[config.mk]
export PLATFORM = sky130hd
export DESIGN_NAME = md4_stream_hasher_flat
export DESIGN_NICKNAME = d
export VERILOG_FILES = /design/src/md4sh_pkg.sv /design/src/md4sh_if.sv /design/src/md4_stream_hasher.sv /design/src/md4sh_ctrl.sv /design/src/md4sh_dp.sv /design/src/flat_wrapper.sv
export SDC_FILE = /design/constraint.sdc
export NUM_CORES = 2
export LEC_CHECK = 0
export BUFFER_PORTS_ARGS = -buffer_cell sky130_fd_sc_hd__buf_2
export CAP_MARGIN = 30
export CORE_AREA = 2 2 331 333
export CTS_CLUSTER_SIZE = 14
export DETAILED_ROUTE_END_ITERATION = 10
export DIE_AREA = 0 0 333 335
export PLACE_DENSITY_LB_ADDON = 0.12
export SLEW_MARGIN = 10
export SYNTH_ARGS = -nofsm -noshare
export SYNTH_HDL_FRONTEND = slang
export SYNTH_HIERARCHICAL = 1
export SYNTH_SLANG_ARGS = --single-unit
[constraint.sdc]
create_clock -name clk -period 7.8 [get_ports clk]
set_clock_uncertainty 0.05 [all_clocks]
set_input_delay 1.17 -clock clk [delete_from_list [all_inputs] [get_ports clk]]
set_output_delay 1.17 -clock clk [all_outputs]
set_load 0.02 [all_outputs]
[src/md4sh_pkg.sv]
// md4sh_pkg: shared types and constants of the md4 stream hasher
// no dependencies; imported by the controller, datapath, checker and top level
`timescale 1ns / 1ps

package md4sh_pkg;

  localparam int unsigned WORDS  = 16;
  localparam int unsigned ROUNDS = 48;

  localparam logic [31:0] IV_A = 32'h67452301;
  localparam logic [31:0] IV_B = 32'hefcdab89;
  localparam logic [31:0] IV_C = 32'h98badcfe;
  localparam logic [31:0] IV_D = 32'h10325476;

  localparam logic [31:0] K_ROUND2 = 32'h5a827999;
  localparam logic [31:0] K_ROUND3 = 32'h6ed9eba1;

  localparam logic [7:0] PAD_BYTE    = 8'h80;
  localparam logic [5:0] LAST_OFFSET = 6'h3f;
  localparam logic [5:0] LEN_OFFSET  = 6'd56;
  localparam logic [5:0] LAST_ROUND  = 6'(ROUNDS - 1);

  localparam logic [3:0] LEN_LO_WORD = 4'd14;
  localparam logic [3:0] LEN_HI_WORD = 4'd15;
  localparam logic [1:0] LAST_INDEX  = 2'd3;

  localparam logic [1:0] GRP_F = 2'd0;
  localparam logic [1:0] GRP_G = 2'd1;
  localparam logic [1:0] GRP_H = 2'd2;

  // message word order over the three rounds
  localparam logic [3:0] MSG_ORDER [ROUNDS] = '{
    4'd0, 4'd1, 4'd2, 4'd3, 4'd4, 4'd5, 4'd6, 4'd7,
    4'd8, 4'd9, 4'd10, 4'd11, 4'd12, 4'd13, 4'd14, 4'd15,
    4'd0, 4'd4, 4'd8, 4'd12, 4'd1, 4'd5, 4'd9, 4'd13,
    4'd2, 4'd6, 4'd10, 4'd14, 4'd3, 4'd7, 4'd11, 4'd15,
    4'd0, 4'd8, 4'd4, 4'd12, 4'd2, 4'd10, 4'd6, 4'd14,
    4'd1, 4'd9, 4'd5, 4'd13, 4'd3, 4'd11, 4'd7, 4'd15
  };

  typedef enum logic [2:0] {
    S_IDLE,
    S_LOAD,
    S_ROUND,
    S_FEED,
    S_OUT
  } md4sh_state_t;

  // which kind of block the compression sees
  typedef enum logic [1:0] {
    MODE_DATA,
    MODE_PAD1,
    MODE_PAD2
  } md4sh_mode_t;

  typedef struct packed {
    logic        byte_wr;
    logic        load;
    logic        step;
    logic        feed;
    logic        reinit;
    md4sh_mode_t mode;
    logic [1:0]  out_idx;
  } md4sh_cmd_t;

  typedef struct packed {
    logic [5:0] offset;
    logic       last_round;
    logic       pad_two;
  } md4sh_status_t;

  function automatic logic [4:0] rot_amount(input logic [1:0] grp, input logic [1:0] step);
    logic [4:0] s;
    begin
      case ({grp, step})
        4'h0: s = 5'd3;
        4'h1: s = 5'd7;
        4'h2: s = 5'd11;
        4'h3: s = 5'd19;
        4'h4: s = 5'd3;
        4'h5: s = 5'd5;
        4'h6: s = 5'd9;
        4'h7: s = 5'd13;
        4'h8: s = 5'd3;
        4'h9: s = 5'd9;
        4'ha: s = 5'd11;
        4'hb: s = 5'd15;
        default: s = 5'd0;
      endcase
      return s;
    end
  endfunction

endpackage

[src/md4sh_if.sv]
// md4sh_msg_if, md4sh_digest_if: valid/ready channels of the md4 stream hasher
// no dependencies
`timescale 1ns / 1ps

interface md4sh_msg_if;
  logic       valid;
  logic       ready;
  logic [7:0] data_byte;
  logic       byte_valid;
  logic       end_of_message;

  modport source (output valid, data_byte, byte_valid, end_of_message, input ready);
  modport sink (input valid, data_byte, byte_valid, end_of_message, output ready);
endinterface

interface md4sh_digest_if;
  logic        valid;
  logic        ready;
  logic [31:0] digest_word;
  logic [1:0]  word_index;
  logic        last_word;

  modport source (output valid, digest_word, word_index, last_word, input ready);
  modport sink (input valid, digest_word, word_index, last_word, output ready);
endinterface

[src/md4_stream_hasher.sv]
// md4_stream_hasher: top level of the md4 stream hasher
// depends on md4sh_pkg, md4sh_if, md4sh_ctrl and md4sh_dp
`timescale 1ns / 1ps

// usage
// - msg channel: one request per message byte; byte_valid marks a real byte,
//   end_of_message closes the message after that request's byte (if any)
// - digest channel: four requests per message, word 0 first, last_word on word 3;
//   digest bytes are each word's bytes, low byte first
// - a request without a compression is taken at once and ready stays high,
//   so a byte stream runs at one byte per cycle between compressions
// - every 64th byte starts a compression (a load, 48 rounds, a feed), during
//   which msg.ready stays low; a single round unit does the rounds
// - end of message: one or two padded compressions (after a data compression if
//   the same request also filled a block), then the four digest words
// - the block works on one request at a time; msg.ready is low while the
//   digest is shown
// - a stalled digest receiver simply holds the current word; nothing is lost
// - reset (synchronous, active high) loads the standard initial words and
//   clears the byte count; the same happens after the last digest word leaves
module md4_stream_hasher (
  input  logic           clk,
  input  logic           rst,
  md4sh_msg_if.sink      msg,
  md4sh_digest_if.source digest
);
  import md4sh_pkg::*;

  md4sh_cmd_t    cmd;
  md4sh_status_t status;
  logic [31:0]   digest_word;

  // sequencer: handshakes, pass selection, digest word index
  md4sh_ctrl u_ctrl (
    .clk            (clk),
    .rst            (rst),
    .in_valid       (msg.valid),
    .byte_valid     (msg.byte_valid),
    .end_of_message (msg.end_of_message),
    .in_ready       (msg.ready),
    .out_valid      (digest.valid),
    .out_ready      (digest.ready),
    .status         (status),
    .cmd            (cmd)
  );

  // storage and the round unit
  md4sh_dp u_dp (
    .clk         (clk),
    .rst         (rst),
    .data_byte   (msg.data_byte),
    .cmd         (cmd),
    .status      (status),
    .digest_word (digest_word)
  );

  // digest payload straight from registers
  assign digest.digest_word = digest_word;
  assign digest.word_index  = cmd.out_idx;
  assign digest.last_word   = (cmd.out_idx == LAST_INDEX);

endmodule

[src/md4sh_ctrl.sv]
// md4sh_ctrl: sequencing state machine of the md4 stream hasher
// depends on md4sh_pkg
`timescale 1ns / 1ps

module md4sh_ctrl (
  input  logic                   clk,
  input  logic                   rst,
  input  logic                   in_valid,
  input  logic                   byte_valid,
  input  logic                   end_of_message,
  output logic                   in_ready,
  output logic                   out_valid,
  input  logic                   out_ready,
  input  md4sh_pkg::md4sh_status_t status,
  output md4sh_pkg::md4sh_cmd_t    cmd
);
  import md4sh_pkg::*;

  md4sh_state_t state, state_next;
  md4sh_mode_t  mode, mode_next;
  logic         pend, pend_next;
  logic [1:0]   out_idx, out_idx_next;
  logic         in_acc, out_acc;

  assign in_acc  = in_valid && (state == S_IDLE);
  assign out_acc = out_ready && (state == S_OUT);

  always_ff @(posedge clk) begin
    if (rst) begin
      state   <= S_IDLE;
      mode    <= MODE_DATA;
      pend    <= 1'b0;
      out_idx <= '0;
    end else begin
      state   <= state_next;
      mode    <= mode_next;
      pend    <= pend_next;
      out_idx <= out_idx_next;
    end
  end

  // next state
  always_comb begin
    state_next   = state;
    mode_next    = mode;
    pend_next    = pend;
    out_idx_next = out_idx;
    case (state)
      S_IDLE: begin
        if (in_acc) begin
          if (byte_valid && status.offset == LAST_OFFSET) begin
            mode_next  = MODE_DATA;
            pend_next  = end_of_message;
            state_next = S_LOAD;
          end else if (end_of_message) begin
            mode_next  = MODE_PAD1;
            state_next = S_LOAD;
          end
        end
      end
      S_LOAD: state_next = S_ROUND;
      S_ROUND: begin
        if (status.last_round) state_next = S_FEED;
      end
      S_FEED: begin
        case (mode)
          MODE_DATA: begin
            if (pend) begin
              mode_next  = MODE_PAD1;
              pend_next  = 1'b0;
              state_next = S_LOAD;
            end else begin
              state_next = S_IDLE;
            end
          end
          MODE_PAD1: begin
            if (status.pad_two) begin
              mode_next  = MODE_PAD2;
              state_next = S_LOAD;
            end else begin
              state_next = S_OUT;
            end
          end
          default: state_next = S_OUT;
        endcase
      end
      S_OUT: begin
        if (out_acc) begin
          out_idx_next = out_idx + 2'd1;
          if (out_idx == LAST_INDEX) state_next = S_IDLE;
        end
      end
      default: state_next = S_IDLE;
    endcase
  end

  // outputs
  always_comb begin
    in_ready    = (state == S_IDLE);
    out_valid   = (state == S_OUT);
    cmd.byte_wr = in_acc && byte_valid;
    cmd.load    = (state == S_LOAD);
    cmd.step    = (state == S_ROUND);
    cmd.feed    = (state == S_FEED);
    cmd.reinit  = out_acc && (out_idx == LAST_INDEX);
    cmd.mode    = mode;
    cmd.out_idx = out_idx;
  end

endmodule

[src/md4sh_dp.sv]
// md4sh_dp: message block, byte count, round unit and chaining words
// depends on md4sh_pkg
`timescale 1ns / 1ps

module md4sh_dp (
  input  logic                     clk,
  input  logic                     rst,
  input  logic [7:0]               data_byte,
  input  md4sh_pkg::md4sh_cmd_t    cmd,
  output md4sh_pkg::md4sh_status_t status,
  output logic [31:0]              digest_word
);
  import md4sh_pkg::*;

  logic [31:0] blk [WORDS];
  logic [31:0] h [4];
  logic [31:0] a, b, c, d;
  logic [63:0] length;
  logic [5:0]  round;

  logic [5:0]  offset;
  logic [63:0] bit_len;
  logic [3:0]  x_idx;
  logic [31:0] x_raw, x_word;
  logic [1:0]  grp, stp;
  logic [31:0] f, k, sum;
  logic [63:0] rot_wide;
  logic [31:0] a_new;

  assign offset  = length[5:0];
  assign bit_len = {length[60:0], 3'b000};

  assign status.offset     = offset;
  assign status.last_round = (round == LAST_ROUND);
  assign status.pad_two    = (offset >= LEN_OFFSET);

  assign digest_word = h[cmd.out_idx];

  // word fetch with padding applied on the fly
  assign x_idx = MSG_ORDER[round];
  assign x_raw = blk[x_idx];

  always_comb begin
    logic [5:0] p;
    x_word = x_raw;
    for (int l = 0; l < 4; l++) begin
      p = {x_idx, 2'(l)};
      if (cmd.mode == MODE_PAD2) begin
        x_word[8*l +: 8] = '0;
      end else if (cmd.mode == MODE_PAD1) begin
        if (p == offset) x_word[8*l +: 8] = PAD_BYTE;
        else if (p > offset) x_word[8*l +: 8] = '0;
      end
    end
    if (cmd.mode == MODE_PAD2 || (cmd.mode == MODE_PAD1 && !status.pad_two)) begin
      if (x_idx == LEN_LO_WORD) x_word = bit_len[31:0];
      else if (x_idx == LEN_HI_WORD) x_word = bit_len[63:32];
    end
  end

  // one round per cycle
  assign grp = round[5:4];
  assign stp = round[1:0];

  always_comb begin
    case (grp)
      GRP_F: begin
        f = (b & c) | (~b & d);
        k = '0;
      end
      GRP_G: begin
        f = (b & c) | (b & d) | (c & d);
        k = K_ROUND2;
      end
      GRP_H: begin
        f = b ^ c ^ d;
        k = K_ROUND3;
      end
      default: begin
        f = '0;
        k = '0;
      end
    endcase
  end

  assign sum      = a + f + x_word + k;
  assign rot_wide = {sum, sum} << rot_amount(grp, stp);
  assign a_new    = rot_wide[63:32];

  always_ff @(posedge clk) begin
    if (cmd.byte_wr) blk[offset[5:2]][{offset[1:0], 3'b000} +: 8] <= data_byte;
  end

  always_ff @(posedge clk) begin
    if (cmd.load) begin
      a <= h[0];
      b <= h[1];
      c <= h[2];
      d <= h[3];
    end else if (cmd.step) begin
      // rotate the working words so the updated one always sits in b
      a <= d;
      b <= a_new;
      c <= b;
      d <= c;
    end
  end

  always_ff @(posedge clk) begin
    if (cmd.load) round <= '0;
    else if (cmd.step) round <= round + 6'd1;
  end

  always_ff @(posedge clk) begin
    if (rst || cmd.reinit) begin
      h[0]   <= IV_A;
      h[1]   <= IV_B;
      h[2]   <= IV_C;
      h[3]   <= IV_D;
      length <= '0;
    end else begin
      if (cmd.feed) begin
        h[0] <= h[0] + a;
        h[1] <= h[1] + b;
        h[2] <= h[2] + c;
        h[3] <= h[3] + d;
      end
      if (cmd.byte_wr) length <= length + 64'd1;
    end
  end

endmodule

[src/flat_wrapper.sv]
// flat-port wrapper written by rule: the top's interface ports become plain ports
module md4_stream_hasher_flat import md4sh_pkg::*;
  (clk, rst, msg_valid, msg_data_byte, msg_byte_valid, msg_end_of_message, msg_ready, digest_valid, digest_digest_word, digest_word_index, digest_last_word, digest_ready);
  md4sh_msg_if msg_i ();
  md4sh_digest_if digest_i ();
  input  logic clk;
  input  logic rst;
  input wire logic [$bits(msg_i.valid)-1:0] msg_valid;
  input wire logic [$bits(msg_i.data_byte)-1:0] msg_data_byte;
  input wire logic [$bits(msg_i.byte_valid)-1:0] msg_byte_valid;
  input wire logic [$bits(msg_i.end_of_message)-1:0] msg_end_of_message;
  output wire logic [$bits(msg_i.ready)-1:0] msg_ready;
  output wire logic [$bits(digest_i.valid)-1:0] digest_valid;
  output wire logic [$bits(digest_i.digest_word)-1:0] digest_digest_word;
  output wire logic [$bits(digest_i.word_index)-1:0] digest_word_index;
  output wire logic [$bits(digest_i.last_word)-1:0] digest_last_word;
  input wire logic [$bits(digest_i.ready)-1:0] digest_ready;
  assign msg_i.valid = msg_valid;
  assign msg_i.data_byte = msg_data_byte;
  assign msg_i.byte_valid = msg_byte_valid;
  assign msg_i.end_of_message = msg_end_of_message;
  assign msg_ready = msg_i.ready;
  assign digest_valid = digest_i.valid;
  assign digest_digest_word = digest_i.digest_word;
  assign digest_word_index = digest_i.word_index;
  assign digest_last_word = digest_i.last_word;
  assign digest_i.ready = digest_ready;
  md4_stream_hasher u_core (.clk(clk), .rst(rst), .msg(msg_i), .digest(digest_i));
endmodule
==> results.cfg <==
[status]
status = finished clean

[cts]
clk_path_buf_depth = 3
htreeDepth = 3
cts_tree = built
insertion_delay_ps = 720
numCtsBuffers = 94
cts_sinks = 848
postCtsHoldBufs = 0
path_clk_slew_ps = 60
root_buffer = clkbuf_16

[die]
num_rows = 121
die_h_um = 335
initial_core_util = 0.447
dieArea_um2 = 112000
ios = 51
coreArea_um2 = 108000
fp.dieW_um = 333

[timing]
slew_viol_final = 0
hold_ws_ps = 421
period_share = 0.967
finalHoldViolCount = 0
setup_viol_count_final = 0
tns_ps = 0
period_minus_slack_ps = 7540
slew_headroom = 0.295
tightest_slew_ps = 1050
fmax_mhz = 133

[drt]
ant_nets = 0
drt_iter0_markers = 3734
routed_via_density = 6.08
routed_wl_um = 146000
dr.pass1.iters = 7
dr_total_vias = 33800
drc = 0
avgRoutedWirePerCell_um = 26.2

[placement]
place_area_um2 = 50900
io_buffers = 50
dp_hpwl_um = 106000
place.gp.congestion = 0.940

[setup_path]
cpMaxStageDelayCell = fa_1
slowest_delay_ps = 520
cp_max_fo = 64
critPathBufInv = 5
startpoint_type = flop
cp-end-kind = flop
critPathKind = flop to flop
worstPathRequired_ps = 8260
critical_path.top_delay_family = compound AO/OA/AOI/OAI gates
cp.arrival_ps = 8000

[grt]
grt_pass1_wl_um = 217000
grt-ovfl-total = 0
grt_pass1_vias = 32400
gr-usage-all-layers = 0.260
antenna_found_initial = 3
grt_max_degree = 144

[finish]
stdcell_area_um2 = 54200
multi_input_area_um2 = 22400
seq_area_um2 = 24700
syn2layout_area_growth_pct = 12.1
fin_nets = 4352
final_layout_size_suffix_gt1_frac = 0.178
fillers = 9643

[yosys]
synthCells = 3956
async_reset_ff_frac = 0
synth_edf_count = 768
ys_warn_count = 6
netlist_area_um2 = 48300
avgSynthCellArea_um2 = 12.2
seq_area_frac_synth = 0.510
synth_nets = 4241
ys_seq_elements = 848
dominantRegCellSynth = edfxtp_1
synth.distinct_cells = 96

[pwr]
power_w = 0.0257
power_density_nw_per_um2 = 475
cellLeakagePower_nw = 19.4
vdd_drop_max_mv = 0.451

[job]
cap_violations = 0

[min_path]
hp-class = flop to flop
-- tightest hold or removal path: stages, from the launching register on --
cell and delay (ps):
dfxtp_1 310, o2111ai_1 70, nand2_1 50
-- report_power, final --
group          internal, W  switching [W]
Sequential         0.00544       0.000417
Clock              0.00251        0.00190
Combinational      0.00668        0.00877
-- registers in the layout, indices dropped and copies added (netlist names), 3 cells and up, named ones only --
register and flops:
u_core/u_ctrl/state 3, u_core/u_dp/a 32, u_core/u_dp/b 32, u_core/u_dp/blk 512, u_core/u_dp/c 32, u_core/u_dp/d 32
u_core/u_dp/h 128, u_core/u_dp/length 61, u_core/u_dp/round 6
-- cell usage in the layout, fill, tap and decap left out, types with 28 or more instances in the layout --
| cell type | synthesis | final |
|---|---|---|
| and3_1 | 39 | 39 |
| a222oi_1 | 31 | 31 |
| mux2i_1 | 43 | 42 |
| buf_4 | 10 | 147 |
| buf_2 | 9 | 51 |
| nor2_1 | 316 | 314 |
| a21o_1 | 52 | 51 |
| o22ai_1 | 37 | 36 |
| xnor2_1 | 77 | 77 |
| a21oi_1 | 177 | 175 |
| nand2b_1 | 28 | 28 |
| and2_1 | 51 | 50 |
| xor2_1 | 98 | 98 |
| mux4_2 | 173 | 173 |
| o21ai_0 | 137 | 136 |
| clkbuf_16 | 0 | 94 |
| ha_1 | 180 | 177 |
| nor3_1 | 61 | 61 |
| nor2b_1 | 29 | 28 |
| a31oi_1 | 28 | 28 |
| nand4_1 | 34 | 34 |
| mux2_2 | 138 | 138 |
| dfxtp_1 | 80 | 77 |
| inv_1 | 155 | 153 |
| fa_1 | 91 | 90 |
| nand2_1 | 376 | 374 |
| o21a_1 | 40 | 40 |
| edfxtp_1 | 768 | 768 |
| nand3_1 | 134 | 134 |
| a22oi_1 | 41 | 40 |
-- metal layers --
metal | routed length, um | up-vias | part of all wire | track usage
li1 | - | 15300 | - | -
met5 | 29 | - | 0.00020 | 0
met2 | 64700 | 1293 | 0.44 | 0.389
met4 | 2570 | 4 | 0.018 | 0.0525
met1 | 67300 | 17000 | 0.46 | 0.400
met3 | 11200 | 146 | 0.077 | 0.0416
-- cell type report --
type,instances,share of cell area
Clock buffer,116,0.0451
Timing Repair Buffer,215,0.0308
Sequential cell,848,0.455
Clock inverter,53,0.0108
Multi-Input combinational cell,2752,0.414
Tap cell,1414,0.0327
Inverter,156,0.0110
Antenna cell,3,0.000139
-- kinds of logic (layout without fill, tap and decap cells) --
kind of cell / Yosys count / count (layout) / synth area share
AOI/OAI and AO/OA: 773 / 773 / 0.109
xor gates and xnor gates: 175 / 175 / 0.0317
adders and majority gates: 271 / 271 / 0.0843
buffers and inverters: 356 / 540 / 0.0288
DFF: 848 / 848 / 0.510
muxes: 354 / 354 / 0.122
other: 0 / 3 / 0
and+or+nand+nor: 1179 / 1179 / 0.114
-- worst paths after layout --
check	startpoint	endpoint	slack, ps	cells after the start
setup / recovery	u_core/u_dp/round[4]	u_core/u_dp/b[30]	260	27
hold / removal	u_core/u_ctrl/pend	u_core/u_ctrl/pend	420	2
setup reg to reg	u_core/u_dp/round[4]	u_core/u_dp/b[30]	260	27
hold reg to reg	u_core/u_ctrl/pend	u_core/u_ctrl/pend	420	2
-- through the flow --
| step | std cells | util | worst slack, ps |
|---|---|---|---|
| detailed placement | 5368 | 0.470 | 139 |
| floorplan | 3956 | - | 133 |
| finish | 5557 | 0.501 | 259 |
| CTS | 5537 | 0.498 | 40.4 |
| global route | 5554 | 0.501 | -18.9 |
| global placement | 5359 | 0.470 | 231 |
-- Yosys cell counts (25+ instances only) --
| cell | instances | area (um2) |
|---|---|---|
| edfxtp_1 | 768 | 23100 |
| nand2_1 | 376 | 1410 |
| nor2_1 | 316 | 1190 |
| ha_1 | 180 | 2250 |
| a21oi_1 | 177 | 886 |
| mux4_2 | 173 | 3900 |
| inv_1 | 155 | 582 |
| clkbuf_1 | 142 | 533 |
| mux2_2 | 138 | 1550 |
| o21ai_0 | 137 | 686 |
| nand3_1 | 134 | 671 |
| xor2_1 | 98 | 858 |
| fa_1 | 91 | 1820 |
| dfxtp_1 | 80 | 1600 |
| xnor2_1 | 77 | 674 |
| nor3_1 | 61 | 305 |
| a21o_1 | 52 | 390 |
| and2_1 | 51 | 319 |
| mux2i_1 | 43 | 430 |
| a22oi_1 | 41 | 308 |
| o21a_1 | 40 | 300 |
| and3_1 | 39 | 244 |
| buf_1 | 37 | 139 |
| o22ai_1 | 37 | 231 |
| nand4_1 | 34 | 213 |
| a211oi_1 | 31 | 233 |
| a222oi_1 | 31 | 310 |
| nor2b_1 | 29 | 181 |
| a31oi_1 | 28 | 175 |
| nand2b_1 | 28 | 175 |
| o211ai_1 | 25 | 188 |
-- what timing repair did --
action,4_1_cts,5_1_grt
setup buffers,0,5
endpoints found under the setup margin,0,32
gates resized for setup,0,29
Power figures use the tool's default switching activity.
